File: src/rtl/bgma_pkg.sv
package bgma_pkg;

  localparam int unsigned SAMPLE_W   = 12;
  localparam int unsigned MV_W       = 13;
  localparam int unsigned PCT_W      = 7;
  localparam int unsigned MV_NUM_W   = 22;
  localparam int unsigned CFG_IDX_W  = 2;
  localparam int unsigned CURVE_PTS  = 12;
  localparam int unsigned SEG_DM_W   = 8;
  localparam int unsigned SEG_DP_W   = 4;
  localparam int unsigned SEG_NUM_W  = SEG_DM_W + SEG_DP_W;

  localparam logic [SAMPLE_W-1:0] RAW_EMPTY_RST = 12'd2050;
  localparam logic [SAMPLE_W-1:0] RAW_FULL_RST  = 12'd2450;

  localparam logic [MV_W-1:0] MV_EMPTY = 13'd3300;
  localparam logic [MV_W-1:0] MV_FULL  = 13'd4200;
  localparam logic [9:0]      MV_SPAN  = 10'd900;
  localparam logic [PCT_W-1:0] PCT_FULL = 7'd100;

  localparam logic [MV_W-1:0] CURVE_MV [CURVE_PTS] = '{
    13'd3300, 13'd3450, 13'd3550, 13'd3650, 13'd3700, 13'd3750,
    13'd3800, 13'd3850, 13'd3920, 13'd4000, 13'd4100, 13'd4200
  };
  localparam logic [PCT_W-1:0] CURVE_PCT [CURVE_PTS] = '{
    7'd0, 7'd5, 7'd10, 7'd20, 7'd30, 7'd40,
    7'd50, 7'd60, 7'd70, 7'd82, 7'd92, 7'd100
  };

  typedef enum logic [CFG_IDX_W-1:0] {
    CFG_RAW_EMPTY    = 2'd0,
    CFG_RAW_FULL     = 2'd1,
    CFG_CHARGE_SENSE = 2'd2
  } cfg_idx_e;

  typedef enum logic [3:0] {
    ST_IDLE,
    ST_WRITE,
    ST_SUM,
    ST_AVG_START,
    ST_AVG_WAIT,
    ST_MV_MAP,
    ST_MV_START,
    ST_MV_WAIT,
    ST_PCT_MAP,
    ST_PCT_START,
    ST_PCT_WAIT,
    ST_OUT
  } back_state_e;

  typedef struct packed {
    logic [SAMPLE_W-1:0] adc_sample;
    logic                charge_pin_level;
  } in_t;

  typedef struct packed {
    logic [SAMPLE_W-1:0] average_raw;
    logic [MV_W-1:0]     battery_millivolts;
    logic [PCT_W-1:0]    charge_percent;
    logic                is_charging;
  } out_t;

  typedef struct packed {
    logic [SAMPLE_W-1:0] raw_empty;
    logic [SAMPLE_W-1:0] raw_full;
    logic                charge_sense_present;
  } cfg_t;

  typedef struct packed {
    logic [SAMPLE_W-1:0] sample;
    logic                charging;
  } job_t;

  typedef struct packed {
    logic [MV_W-1:0]     m0;
    logic [SEG_DM_W-1:0] dm;
    logic [PCT_W-1:0]    p0;
    logic [SEG_DP_W-1:0] dp;
  } seg_t;

  // Picks the first curve segment whose upper voltage is at or above mv.
  function automatic seg_t curve_segment(input logic [MV_W-1:0] mv);
    seg_t s;
    s.m0 = CURVE_MV[0];
    s.dm = SEG_DM_W'(CURVE_MV[1] - CURVE_MV[0]);
    s.p0 = CURVE_PCT[0];
    s.dp = SEG_DP_W'(CURVE_PCT[1] - CURVE_PCT[0]);
    for (int k = CURVE_PTS - 1; k >= 1; k--) begin
      if (mv <= CURVE_MV[k]) begin
        s.m0 = CURVE_MV[k-1];
        s.dm = SEG_DM_W'(CURVE_MV[k] - CURVE_MV[k-1]);
        s.p0 = CURVE_PCT[k-1];
        s.dp = SEG_DP_W'(CURVE_PCT[k] - CURVE_PCT[k-1]);
      end
    end
    return s;
  endfunction

endpackage

File: src/rtl/bgma_ram.sv
module bgma_ram #(
  parameter int unsigned WIDTH = 12,
  parameter int unsigned DEPTH = 10,
  localparam int unsigned AW = (DEPTH > 1) ? $clog2(DEPTH) : 1
) (
  input  logic             clk_i,
  input  logic             we_i,
  input  logic [AW-1:0]    waddr_i,
  input  logic [WIDTH-1:0] wdata_i,
  input  logic             re_i,
  input  logic [AW-1:0]    raddr_i,
  output logic [WIDTH-1:0] rdata_o
);

  logic [WIDTH-1:0] mem [DEPTH];

  always_ff @(posedge clk_i) begin
    if (we_i) begin
      mem[waddr_i] <= wdata_i;
    end
    if (re_i) begin
      rdata_o <= mem[raddr_i];
    end
  end

endmodule

File: src/rtl/bgma_div.sv
module bgma_div #(
  parameter int unsigned DIVIDEND_W = 22,
  parameter int unsigned DIVISOR_W  = 12
) (
  input  logic                  clk_i,
  input  logic                  rst_ni,
  input  logic                  start_i,
  input  logic [DIVIDEND_W-1:0] dividend_i,
  input  logic [DIVISOR_W-1:0]  divisor_i,
  output logic                  done_o,
  output logic [DIVIDEND_W-1:0] quotient_o
);

  localparam int unsigned CNT_W = $clog2(DIVIDEND_W + 1);

  logic [DIVIDEND_W-1:0] quo_q;
  logic [DIVISOR_W-1:0]  rem_q;
  logic [DIVISOR_W-1:0]  den_q;
  logic [CNT_W-1:0]      cnt_q;
  logic                  busy_q;
  logic                  done_q;
  logic [DIVISOR_W:0]    rem_sh;
  logic [DIVISOR_W:0]    rem_sub;
  logic                  fits;

  assign rem_sh  = {rem_q, quo_q[DIVIDEND_W-1]};
  assign rem_sub = rem_sh - {1'b0, den_q};
  assign fits    = rem_sh >= {1'b0, den_q};

  always_ff @(posedge clk_i or negedge rst_ni) begin
    if (!rst_ni) begin
      busy_q <= 1'b0;
      done_q <= 1'b0;
      cnt_q  <= '0;
    end else begin
      done_q <= 1'b0;
      if (start_i) begin
        busy_q <= 1'b1;
        cnt_q  <= CNT_W'(DIVIDEND_W);
      end else if (busy_q) begin
        cnt_q <= cnt_q - 1'b1;
        if (cnt_q == CNT_W'(1)) begin
          busy_q <= 1'b0;
          done_q <= 1'b1;
        end
      end
    end
  end

  always_ff @(posedge clk_i) begin
    if (start_i) begin
      quo_q <= dividend_i;
      rem_q <= '0;
      den_q <= divisor_i;
    end else if (busy_q) begin
      quo_q <= {quo_q[DIVIDEND_W-2:0], fits};
      rem_q <= fits ? rem_sub[DIVISOR_W-1:0] : rem_sh[DIVISOR_W-1:0];
    end
  end

  assign done_o     = done_q;
  assign quotient_o = quo_q;

endmodule

File: src/rtl/bgma_front.sv
module bgma_front (
  input  logic           clk_i,
  input  logic           rst_ni,
  input  logic           sense_present_i,
  input  logic           push_i,
  input  bgma_pkg::in_t  in_i,
  output logic           full_o,
  output logic           job_valid_o,
  output bgma_pkg::job_t job_o,
  input  logic           job_pop_i
);

  localparam int unsigned QDEPTH = 2;
  localparam int unsigned PTR_W  = 1;
  localparam int unsigned QCNT_W = 2;

  bgma_pkg::job_t    entry_q [QDEPTH];
  logic [PTR_W-1:0]  wr_ptr_q;
  logic [PTR_W-1:0]  rd_ptr_q;
  logic [QCNT_W-1:0] cnt_q;
  logic              push_ok;
  logic              pop_ok;
  bgma_pkg::job_t    job_new;

  assign full_o      = cnt_q == QCNT_W'(QDEPTH);
  assign job_valid_o = cnt_q != '0;
  assign push_ok     = push_i && !full_o;
  assign pop_ok      = job_pop_i && job_valid_o;
  assign job_o       = entry_q[rd_ptr_q];

  assign job_new.sample   = in_i.adc_sample;
  assign job_new.charging = sense_present_i && !in_i.charge_pin_level;

  always_ff @(posedge clk_i or negedge rst_ni) begin
    if (!rst_ni) begin
      wr_ptr_q <= '0;
      rd_ptr_q <= '0;
      cnt_q    <= '0;
    end else begin
      if (push_ok) begin
        wr_ptr_q <= wr_ptr_q + 1'b1;
      end
      if (pop_ok) begin
        rd_ptr_q <= rd_ptr_q + 1'b1;
      end
      if (push_ok && !pop_ok) begin
        cnt_q <= cnt_q + 1'b1;
      end else if (pop_ok && !push_ok) begin
        cnt_q <= cnt_q - 1'b1;
      end
    end
  end

  always_ff @(posedge clk_i) begin
    if (push_ok) begin
      entry_q[wr_ptr_q] <= job_new;
    end
  end

endmodule

File: src/rtl/bgma_back.sv
module bgma_back #(
  parameter int unsigned RING_DEPTH = 10,
  localparam int unsigned IDX_W = (RING_DEPTH > 1) ? $clog2(RING_DEPTH) : 1,
  localparam int unsigned CNT_W = $clog2(RING_DEPTH + 1),
  localparam int unsigned SUM_W = bgma_pkg::SAMPLE_W + CNT_W,
  localparam int unsigned DIV_W = (SUM_W > bgma_pkg::MV_NUM_W) ? SUM_W : bgma_pkg::MV_NUM_W,
  localparam int unsigned DVS_W = (CNT_W > bgma_pkg::SAMPLE_W) ? CNT_W : bgma_pkg::SAMPLE_W
) (
  input  logic                          clk_i,
  input  logic                          rst_ni,
  input  bgma_pkg::cfg_t                cfg_i,
  input  logic                          job_valid_i,
  input  bgma_pkg::job_t                job_i,
  output logic                          job_pop_o,
  output logic                          ram_we_o,
  output logic [IDX_W-1:0]              ram_waddr_o,
  output logic [bgma_pkg::SAMPLE_W-1:0] ram_wdata_o,
  output logic                          ram_re_o,
  output logic [IDX_W-1:0]              ram_raddr_o,
  input  logic [bgma_pkg::SAMPLE_W-1:0] ram_rdata_i,
  output logic                          div_start_o,
  output logic [DIV_W-1:0]              div_dividend_o,
  output logic [DVS_W-1:0]              div_divisor_o,
  input  logic                          div_done_i,
  input  logic [DIV_W-1:0]              div_quotient_i,
  input  logic                          pop_i,
  output logic                          empty_o,
  output bgma_pkg::out_t                out_o
);

  bgma_pkg::back_state_e state_q, state_d;

  bgma_pkg::job_t                job_q;
  logic [IDX_W-1:0]              wr_idx_q;
  logic [CNT_W-1:0]              fill_q;
  logic [CNT_W-1:0]              k_q;
  logic [SUM_W-1:0]              sum_q;
  logic [bgma_pkg::SAMPLE_W-1:0] avg_q;
  logic [bgma_pkg::MV_W-1:0]     mv_q;
  logic [bgma_pkg::PCT_W-1:0]    pct_q;
  logic [bgma_pkg::PCT_W-1:0]    p0_q;
  logic [DIV_W-1:0]              op_num_q;
  logic [DVS_W-1:0]              op_den_q;
  logic                          out_vld_q;
  bgma_pkg::out_t                out_q;
  logic                          out_load;
  bgma_pkg::seg_t                seg;
  logic [bgma_pkg::SAMPLE_W-1:0] avg_off;
  logic [bgma_pkg::SEG_DM_W-1:0] mv_off;

  assign seg     = bgma_pkg::curve_segment(mv_q);
  assign avg_off = avg_q - cfg_i.raw_empty;
  assign mv_off  = bgma_pkg::SEG_DM_W'(mv_q - seg.m0);

  always_ff @(posedge clk_i or negedge rst_ni) begin
    if (!rst_ni) begin
      state_q <= bgma_pkg::ST_IDLE;
    end else begin
      state_q <= state_d;
    end
  end

  always_comb begin
    state_d     = state_q;
    job_pop_o   = 1'b0;
    ram_we_o    = 1'b0;
    ram_re_o    = 1'b0;
    div_start_o = 1'b0;
    out_load    = 1'b0;
    unique case (state_q)
      bgma_pkg::ST_IDLE: begin
        if (job_valid_i) begin
          job_pop_o = 1'b1;
          state_d   = bgma_pkg::ST_WRITE;
        end
      end
      bgma_pkg::ST_WRITE: begin
        ram_we_o = 1'b1;
        state_d  = bgma_pkg::ST_SUM;
      end
      bgma_pkg::ST_SUM: begin
        ram_re_o = k_q < fill_q;
        if (k_q == fill_q) begin
          state_d = bgma_pkg::ST_AVG_START;
        end
      end
      bgma_pkg::ST_AVG_START: begin
        div_start_o = 1'b1;
        state_d     = bgma_pkg::ST_AVG_WAIT;
      end
      bgma_pkg::ST_AVG_WAIT: begin
        if (div_done_i) begin
          state_d = bgma_pkg::ST_MV_MAP;
        end
      end
      bgma_pkg::ST_MV_MAP: begin
        if (avg_q <= cfg_i.raw_empty || avg_q >= cfg_i.raw_full) begin
          state_d = bgma_pkg::ST_PCT_MAP;
        end else begin
          state_d = bgma_pkg::ST_MV_START;
        end
      end
      bgma_pkg::ST_MV_START: begin
        div_start_o = 1'b1;
        state_d     = bgma_pkg::ST_MV_WAIT;
      end
      bgma_pkg::ST_MV_WAIT: begin
        if (div_done_i) begin
          state_d = bgma_pkg::ST_PCT_MAP;
        end
      end
      bgma_pkg::ST_PCT_MAP: begin
        if (mv_q <= bgma_pkg::MV_EMPTY || mv_q > bgma_pkg::MV_FULL) begin
          state_d = bgma_pkg::ST_OUT;
        end else begin
          state_d = bgma_pkg::ST_PCT_START;
        end
      end
      bgma_pkg::ST_PCT_START: begin
        div_start_o = 1'b1;
        state_d     = bgma_pkg::ST_PCT_WAIT;
      end
      bgma_pkg::ST_PCT_WAIT: begin
        if (div_done_i) begin
          state_d = bgma_pkg::ST_OUT;
        end
      end
      bgma_pkg::ST_OUT: begin
        if (!out_vld_q || pop_i) begin
          out_load = 1'b1;
          state_d  = bgma_pkg::ST_IDLE;
        end
      end
      default: begin
        state_d = bgma_pkg::ST_IDLE;
      end
    endcase
  end

  always_ff @(posedge clk_i or negedge rst_ni) begin
    if (!rst_ni) begin
      wr_idx_q  <= '0;
      fill_q    <= '0;
      out_vld_q <= 1'b0;
    end else begin
      if (ram_we_o) begin
        wr_idx_q <= (wr_idx_q == IDX_W'(RING_DEPTH - 1)) ? '0 : wr_idx_q + 1'b1;
        if (fill_q < CNT_W'(RING_DEPTH)) begin
          fill_q <= fill_q + 1'b1;
        end
      end
      if (out_load) begin
        out_vld_q <= 1'b1;
      end else if (pop_i) begin
        out_vld_q <= 1'b0;
      end
    end
  end

  always_ff @(posedge clk_i) begin
    if (job_pop_o) begin
      job_q <= job_i;
    end
    if (state_q == bgma_pkg::ST_WRITE) begin
      k_q   <= '0;
      sum_q <= '0;
    end
    if (state_q == bgma_pkg::ST_SUM) begin
      if (k_q != '0) begin
        sum_q <= sum_q + SUM_W'(ram_rdata_i);
      end
      if (k_q < fill_q) begin
        k_q <= k_q + 1'b1;
      end
    end
    if (state_q == bgma_pkg::ST_AVG_WAIT && div_done_i) begin
      avg_q <= div_quotient_i[bgma_pkg::SAMPLE_W-1:0];
    end
    if (state_q == bgma_pkg::ST_MV_MAP) begin
      if (avg_q <= cfg_i.raw_empty) begin
        mv_q <= bgma_pkg::MV_EMPTY;
      end else if (avg_q >= cfg_i.raw_full) begin
        mv_q <= bgma_pkg::MV_FULL;
      end else begin
        op_num_q <= DIV_W'(bgma_pkg::MV_NUM_W'(avg_off) * bgma_pkg::MV_NUM_W'(bgma_pkg::MV_SPAN));
        op_den_q <= DVS_W'(cfg_i.raw_full - cfg_i.raw_empty);
      end
    end
    if (state_q == bgma_pkg::ST_MV_WAIT && div_done_i) begin
      mv_q <= bgma_pkg::MV_EMPTY + bgma_pkg::MV_W'(div_quotient_i);
    end
    if (state_q == bgma_pkg::ST_PCT_MAP) begin
      if (mv_q <= bgma_pkg::MV_EMPTY) begin
        pct_q <= '0;
      end else if (mv_q > bgma_pkg::MV_FULL) begin
        pct_q <= bgma_pkg::PCT_FULL;
      end else begin
        op_num_q <= DIV_W'(bgma_pkg::SEG_NUM_W'(mv_off) * bgma_pkg::SEG_NUM_W'(seg.dp));
        op_den_q <= DVS_W'(seg.dm);
        p0_q     <= seg.p0;
      end
    end
    if (state_q == bgma_pkg::ST_PCT_WAIT && div_done_i) begin
      pct_q <= p0_q + bgma_pkg::PCT_W'(div_quotient_i);
    end
    if (out_load) begin
      out_q.average_raw        <= avg_q;
      out_q.battery_millivolts <= mv_q;
      out_q.charge_percent     <= pct_q;
      out_q.is_charging        <= job_q.charging;
    end
  end

  always_comb begin
    if (state_q == bgma_pkg::ST_AVG_START) begin
      div_dividend_o = DIV_W'(sum_q);
      div_divisor_o  = DVS_W'(fill_q);
    end else begin
      div_dividend_o = op_num_q;
      div_divisor_o  = op_den_q;
    end
  end

  assign ram_waddr_o = wr_idx_q;
  assign ram_wdata_o = job_q.sample;
  assign ram_raddr_o = k_q[IDX_W-1:0];
  assign empty_o     = !out_vld_q;
  assign out_o       = out_q;

  // A waiting result must not change until it is taken.
  a_out_hold: assert property (@(posedge clk_i) disable iff (!rst_ni)
    (out_vld_q && !pop_i) |=> (out_vld_q && $stable(out_q)))
    else $error("waiting result changed before it was taken");

  // After a sample is stored, the fill count is between one and the ring depth.
  a_fill_range: assert property (@(posedge clk_i) disable iff (!rst_ni)
    ram_we_o |=> (fill_q != '0 && fill_q <= CNT_W'(RING_DEPTH)))
    else $error("fill count out of range after a ring write");

  // A loaded result carries a voltage and a percentage inside their ranges.
  a_result_range: assert property (@(posedge clk_i) disable iff (!rst_ni)
    out_load |=> (out_q.battery_millivolts >= bgma_pkg::MV_EMPTY &&
                  out_q.battery_millivolts <= bgma_pkg::MV_FULL &&
                  out_q.charge_percent <= bgma_pkg::PCT_FULL))
    else $error("result voltage or percentage out of range");

  // The divider only finishes while the sequencer waits for it.
  a_div_done_wait: assert property (@(posedge clk_i) disable iff (!rst_ni)
    div_done_i |-> (state_q == bgma_pkg::ST_AVG_WAIT || state_q == bgma_pkg::ST_MV_WAIT ||
                    state_q == bgma_pkg::ST_PCT_WAIT))
    else $error("divider finished outside a wait state");

endmodule

File: src/rtl/battery_gauge_moving_average_unit.sv
// Battery fuel gauge: each transaction carries one 12-bit ADC sample and the charge pin level,
// and yields the truncated mean of the last RING_DEPTH samples (fewer until the ring fills),
// the voltage mapped linearly between raw_empty and raw_full onto 3300 to 4200 mV, the LiPo
// state of charge interpolated on a 12-point curve, and the charging flag. A two-entry queue
// decouples the input from the sequencer, and a result register lets the next transaction
// enter while a result waits. The sequencer handles one transaction at a time: it stores the
// sample, sums the N stored samples, N being the fill count after its sample is stored, and
// divides. It skips the voltage division when the voltage clamps at 4200 mV, and both the
// voltage and the percentage divisions when it clamps at 3300 mV. The bit-serial divider is
// shared by the average, the voltage and the percentage, and the single ring read port sums
// one stored sample per cycle.
// The sample ring needs no clearing after reset, so transactions are taken right away.
module battery_gauge_moving_average_unit #(
  parameter int unsigned RING_DEPTH = 10
) (
  input  logic                           clk_i,
  input  logic                           rst_ni,
  input  logic                           push,
  output logic                           full,
  input  bgma_pkg::in_t                  in_data_i,
  output logic                           empty,
  input  logic                           pop,
  output bgma_pkg::out_t                 out_data_o,
  input  logic                           cfg_we_i,
  input  logic [bgma_pkg::CFG_IDX_W-1:0] cfg_idx_i,
  input  logic [bgma_pkg::SAMPLE_W-1:0]  cfg_wdata_i
);

  localparam int unsigned IDX_W = (RING_DEPTH > 1) ? $clog2(RING_DEPTH) : 1;
  localparam int unsigned CNT_W = $clog2(RING_DEPTH + 1);
  localparam int unsigned SUM_W = bgma_pkg::SAMPLE_W + CNT_W;
  localparam int unsigned DIV_W = (SUM_W > bgma_pkg::MV_NUM_W) ? SUM_W : bgma_pkg::MV_NUM_W;
  localparam int unsigned DVS_W = (CNT_W > bgma_pkg::SAMPLE_W) ? CNT_W : bgma_pkg::SAMPLE_W;

  bgma_pkg::cfg_t                cfg_q;
  logic                          job_valid;
  bgma_pkg::job_t                job;
  logic                          job_pop;
  logic                          ram_we;
  logic [IDX_W-1:0]              ram_waddr;
  logic [bgma_pkg::SAMPLE_W-1:0] ram_wdata;
  logic                          ram_re;
  logic [IDX_W-1:0]              ram_raddr;
  logic [bgma_pkg::SAMPLE_W-1:0] ram_rdata;
  logic                          div_start;
  logic [DIV_W-1:0]              div_dividend;
  logic [DVS_W-1:0]              div_divisor;
  logic                          div_done;
  logic [DIV_W-1:0]              div_quotient;

  always_ff @(posedge clk_i or negedge rst_ni) begin
    if (!rst_ni) begin
      cfg_q.raw_empty            <= bgma_pkg::RAW_EMPTY_RST;
      cfg_q.raw_full             <= bgma_pkg::RAW_FULL_RST;
      cfg_q.charge_sense_present <= 1'b0;
    end else if (cfg_we_i) begin
      unique case (cfg_idx_i)
        bgma_pkg::CFG_RAW_EMPTY:    cfg_q.raw_empty            <= cfg_wdata_i;
        bgma_pkg::CFG_RAW_FULL:     cfg_q.raw_full             <= cfg_wdata_i;
        bgma_pkg::CFG_CHARGE_SENSE: cfg_q.charge_sense_present <= cfg_wdata_i[0];
        default: begin
        end
      endcase
    end
  end

  bgma_front u_front (
    .clk_i           (clk_i),
    .rst_ni          (rst_ni),
    .sense_present_i (cfg_q.charge_sense_present),
    .push_i          (push),
    .in_i            (in_data_i),
    .full_o          (full),
    .job_valid_o     (job_valid),
    .job_o           (job),
    .job_pop_i       (job_pop)
  );

  bgma_ram #(
    .WIDTH (bgma_pkg::SAMPLE_W),
    .DEPTH (RING_DEPTH)
  ) u_ring (
    .clk_i   (clk_i),
    .we_i    (ram_we),
    .waddr_i (ram_waddr),
    .wdata_i (ram_wdata),
    .re_i    (ram_re),
    .raddr_i (ram_raddr),
    .rdata_o (ram_rdata)
  );

  bgma_div #(
    .DIVIDEND_W (DIV_W),
    .DIVISOR_W  (DVS_W)
  ) u_div (
    .clk_i      (clk_i),
    .rst_ni     (rst_ni),
    .start_i    (div_start),
    .dividend_i (div_dividend),
    .divisor_i  (div_divisor),
    .done_o     (div_done),
    .quotient_o (div_quotient)
  );

  bgma_back #(
    .RING_DEPTH (RING_DEPTH)
  ) u_back (
    .clk_i          (clk_i),
    .rst_ni         (rst_ni),
    .cfg_i          (cfg_q),
    .job_valid_i    (job_valid),
    .job_i          (job),
    .job_pop_o      (job_pop),
    .ram_we_o       (ram_we),
    .ram_waddr_o    (ram_waddr),
    .ram_wdata_o    (ram_wdata),
    .ram_re_o       (ram_re),
    .ram_raddr_o    (ram_raddr),
    .ram_rdata_i    (ram_rdata),
    .div_start_o    (div_start),
    .div_dividend_o (div_dividend),
    .div_divisor_o  (div_divisor),
    .div_done_i     (div_done),
    .div_quotient_i (div_quotient),
    .pop_i          (pop),
    .empty_o        (empty),
    .out_o          (out_data_o)
  );

endmodule
File: config.mk
export PLATFORM = sky130hd
export DESIGN_NAME = battery_gauge_moving_average_unit
export DESIGN_NICKNAME = d
export VERILOG_FILES = /design/src/rtl/bgma_pkg.sv /design/src/rtl/bgma_ram.sv /design/src/rtl/bgma_div.sv /design/src/rtl/bgma_front.sv /design/src/rtl/bgma_back.sv /design/src/rtl/battery_gauge_moving_average_unit.sv
export SDC_FILE = /design/constraint.sdc
export NUM_CORES = 1
export LEC_CHECK = 0
export BUFFER_PORTS_ARGS = -buffer_cell sky130_fd_sc_hd__buf_2
export CAP_MARGIN = 0
export CORE_MARGIN = 1.5
export CORE_UTILIZATION = 57
export DETAILED_ROUTE_END_ITERATION = 12
export GPL_ROUTABILITY_DRIVEN = 0
export PLACE_DENSITY = 0.77
export SYNTH_ARGS = -nofsm -noshare
export SYNTH_HDL_FRONTEND = slang
export SYNTH_SLANG_ARGS = --single-unit
File: constraint.sdc
create_clock -name clk_i -period 5 [get_ports clk_i]
set_input_delay 1 -clock clk_i [delete_from_list [all_inputs] [get_ports clk_i]]
set_output_delay 1 -clock clk_i [all_outputs]
set_load 0.05 [all_outputs]
==> impl_results.md <==
- RSZ-0062 raised after global routing: true
- Endpoints failing setup: 7
- PD cells: ~500 mW/mm^2
- Share of layout cells above drive strength 1: around 22%
- Setup ws final: -0.0924 ns
- Switch Pwr: around 0.0042 W
- Slew Limit Fails: 0
- Max incr delay on CP: approximately 0.54 ns
- Yosys warns: 0
- FF+latch count, synth: roughly 390
- Area Growth Syn to Fin: 17.3%
- Grt total ovfl: 0
- Maximum vdd ir drop: approximately 0.00067 V
- Drt first pass iters: 5
- Commonest non-fill, non-tap cell in the layout: edfxtp_1
- Final std cells w/o fill: 2,472
- CTS Buffer Depth: 3
- Die area: ~0.038 mm^2
- Mapped Nets: around 2,000
- DRT iter0 DRCs: approximately 1,100
- Part of the power in registers: around 30%
- Failing checks: setup timing
- Worst r2r path cells: 21
- Net switching fraction of the power: about a third
- HP Class: input pin to async pin
- Worst setup SP type: register
- Most used flip-flop cell after synthesis: edfxtp_1
- Global-route wire length before repair: about 78,000 um
- Total Power: between 0.01 and 0.015 W
- Core Box Area: 0.0363 mm^2
- Routed length per instance: just under 20 um
- R2R Setup Slk: -0.09 ns
- Initial antenna violation count: 1
- Layout Nets: ~2,200
- MaxCap Viol Count: 0
- Worst Skew: approximately 0.026 ns
- Die height: 195 um
- Routed wire length: slightly below 50,000 um
- Leakage: roughly 10 nW
- Syn avg cell area: around 12 um^2
- Cell variety after synth: 78
- Clock Power Share: between 20% and 30%
- I/O pin cnt: 67
- Area of the mapped netlist: between 0.02 and 0.025 mm^2
- Post-route DRC: 0
- Reg2reg start: u_back.mv_q[3]$_DFFE_PP_
- Pint: slightly above 0.008 W
- Total GRT Usage: 26.3%
- Critical Path End: u_back.op_num_q[11]$_DFF_P_
- Cells along the critical path: or3_4, o21a_1, o21ai_1, a21oi_2, o21ai_2, a21o_1, and2_4, ha_4, fa_2, or2_4, fa_1, fa_1, inv_2, ha_4, a21o_1, a211o_1, a21oi_2, o2bb2ai_2, o21ai_2, xnor2_1, mux2i_1
- Most area-consuming cells after synthesis: edfxtp_1 40%, ha_1 8.8%, dfxtp_1 6.3%
- Routed Antenna Nets: 0
- Vias per Instance: 5.96
- Worst-Skew Late Latency: between 0.5 and 0.6 ns
- HPWL Detailed: 34,300 um
- Final worst-path cycle share: 102%
- Post-synth EDFFs: roughly 280
- Largest net degree at the start of global routing: 43
- CTS tree: built
- Placed Cells incl. Taps: ~2,400
- Area leader, netlist: edfxtp_1
- Period minus WS final: ~5 ns
- Vias in the first global route: about 15,000
- CP Data Required Time: roughly 5.4 ns
- Worst-path clk slew: about 0.060 ns
- Total CTS buffers: 41
- Footprint of the multi-input gates: between 0.009 and 0.01 mm^2
- # clock sinks: 392
- Port Buffers: between 60 and 70
- Hold Buf Count CTS: 0
- Register area: 0.0109 mm^2
- Slowest-stage cell, CP: fa_1
- Fillers: 2,526
- Root Buffer: clkbuf_16
- Worst Max-Slew Pin Slew: 1.10 ns
- CP max FO: 3
- Mapped Cells: ~1,800
- Row count: 70
- H-tree levels: 2
- Worst R2R End: u_back.op_num_q[11]$_DFF_P_
- Antenna cells: 0
- Setup crit end kind: register
- Commonest cells after routing, fill and taps aside: 277 x edfxtp_1, 133 x nand2_1, 132 x buf_4
- Synth top area share: between 30% and 40%
- Sequential fraction of the synthesis area: 51.9%
- Worst setup path class: register to register
- WP data arrival: roughly 5.5 ns
- Highest clock rate: about 200 MHz
- Die Wd: a little under 200 um
- Outcome: finished with violations
- Initial core utilization: a little under 60%
- Relative max-transition margin: about a quarter
- Crit. Startpoint: u_back.mv_q[3]$_DFFE_PP_
- Routed via count: roughly 15,000
- Combinational share of power: a little under half
- Final-report hold violation count: 0
- Asr flop ratio synth: 12.5%
==> Yosys cell counts (all sizes together) (4+ instances only) <==
library cell,count
and2,16
o31ai,12
a31oi,13
nand2,135
edfxtp,277
nand4,8
nor2,105
dfxtp,66
nor2b,37
or2,12
a211oi,24
mux4,24
o21a,21
or3,9
xnor2,52
mux2i,65
nor4,9
clkbuf,44
inv,124
a311o,4
dfrtp,42
mux2,28
a21boi,5
and3,8
a21o,33
buf,21
xor2,33
a21oi,82
o211ai,5
nor3,30
nand2b,29
nand3,40
dfstp,7
fa,34
ha,147
o41ai,5
o21ai,131
o2111ai,5
==> stage by stage <==
| step | setup slack (ns) | setup TNS [ns] | util, % | hold WS [ns] | instance area [um^2] |
|---|---|---|---|---|---|
| after floorplan | -0.0789 | -0.0934 | - | 0.400 | 21100 |
| after global placement | -0.0682 | -0.117 | 62.4 | 0.401 | 22700 |
| after detailed placement | -0.166 | -0.762 | 62.4 | 0.406 | 22700 |
| after CTS | -0.0240 | -0.0376 | 66.7 | 0.288 | 24200 |
| after global routing | -0.340 | -2.55 | 67.6 | 0.295 | 24600 |
| final | -0.0924 | -0.197 | 67.6 | 0.295 | 24600 |
==> worst min-delay path by stage <==
| stage | startpoint | end | slack, ns | depth (start not counted) |
|---|---|---|---|---|
| final | rst_ni | u_back.ram_waddr_o[3]$_DFFE_PN0P_ | 0.29 | 1 |
| after global routing | rst_ni | u_back.ram_waddr_o[3]$_DFFE_PN0P_ | 0.30 | 1 |
| after CTS | rst_ni | u_back.ram_waddr_o[3]$_DFFE_PN0P_ | 0.29 | 1 |
| after detailed placement | u_back.pct_q[4]$_SDFFCE_PN0P_ | u_back.out_o[5]$_DFFE_PP_ | 0.41 | 0 |
| after global placement | u_back.pct_q[2]$_DFFE_PP_ | u_back.out_o[3]$_DFFE_PP_ | 0.40 | 0 |
| after floorplan | u_back.job_q[0]$_DFFE_PP_ | u_back.out_o[0]$_DFFE_PP_ | 0.40 | 0 |
==> layer usage <==
layer  routed length (um)  global-route usage, %  up-vias
met5                   17                      0        -
met2                24800                   46.5      525
met4                 2120                   10.8        2
met3                 2560                   3.52      152
met1                19600                   32.4     7169
li1                     -                      -     6882
==> worst max-delay path: cells and delay by family (launching register included) <==
family,cells,cell delay [ns]
AO/OA/AOI/OAI,10,1.62
XOR/XNOR,1,0.19
AND/OR/NAND/NOR,3,0.80
flip-flops,1,0.42
buffers and inverters,1,0.06
multiplexers,1,0.09
adder cells (fa/ha/maj),5,1.80
==> power groups by stage <==
| stage | registers (W) | logic, W | clock network, W |
|---|---|---|---|
| floorplan | 0.00367 | 0.00294 | 0 |
| finish | 0.00362 | 0.00584 | 0.00293 |
| detailed placement | 0.00369 | 0.00420 | 0 |
| CTS | 0.00362 | 0.00468 | 0.00297 |
| global placement | 0.00368 | 0.00405 | 0 |
| global route | 0.00363 | 0.00628 | 0.00310 |
==> kinds of logic (layout without fill, tap and decap cells) <==
| family | after synthesis | in the layout | share of synthesized area [%] |
|---|---|---|---|
| compound gates | 378 | 378 | 11.4 |
| xor+xnor | 85 | 85 | 3.55 |
| fa+ha+maj | 181 | 181 | 12.0 |
| buf+inv | 189 | 401 | 3.51 |
| flops | 392 | 392 | 51.9 |
| mux | 117 | 117 | 7.19 |
| simple gates | 450 | 450 | 10.4 |
==> timing repair <==
action | 4_1_cts | 5_1_grt
setup endpoints to repair | 9 | 15
gates resized for setup | 32 | 66
pin swaps | 37 | 55
buffers inserted | 10 | 7
==> final cells by class <==
type                            instances  share of cell area [%]
Clock buffer                           50                    4.40
Clock inverter                         24                   0.861
Inverter                              124                    1.90
Multi-Input combinational cell       1211                    40.5
Sequential cell                       392                    44.3
Tap cell                              468                    2.38
Timing Repair Buffer                  203                    5.68
==> registers in the layout, summed over array words and instances, names as in the netlist, 13 cells and up <==
signal	cells
u_back.sum_q	16
u_back.mv_q	13
u_back.out_o	33
u_back.op_num_q	22
u_front.entry_q	26
u_div.quotient_o	22
cfg_q	25
u_ring.mem	120
Power figures use the tool's default switching activity.
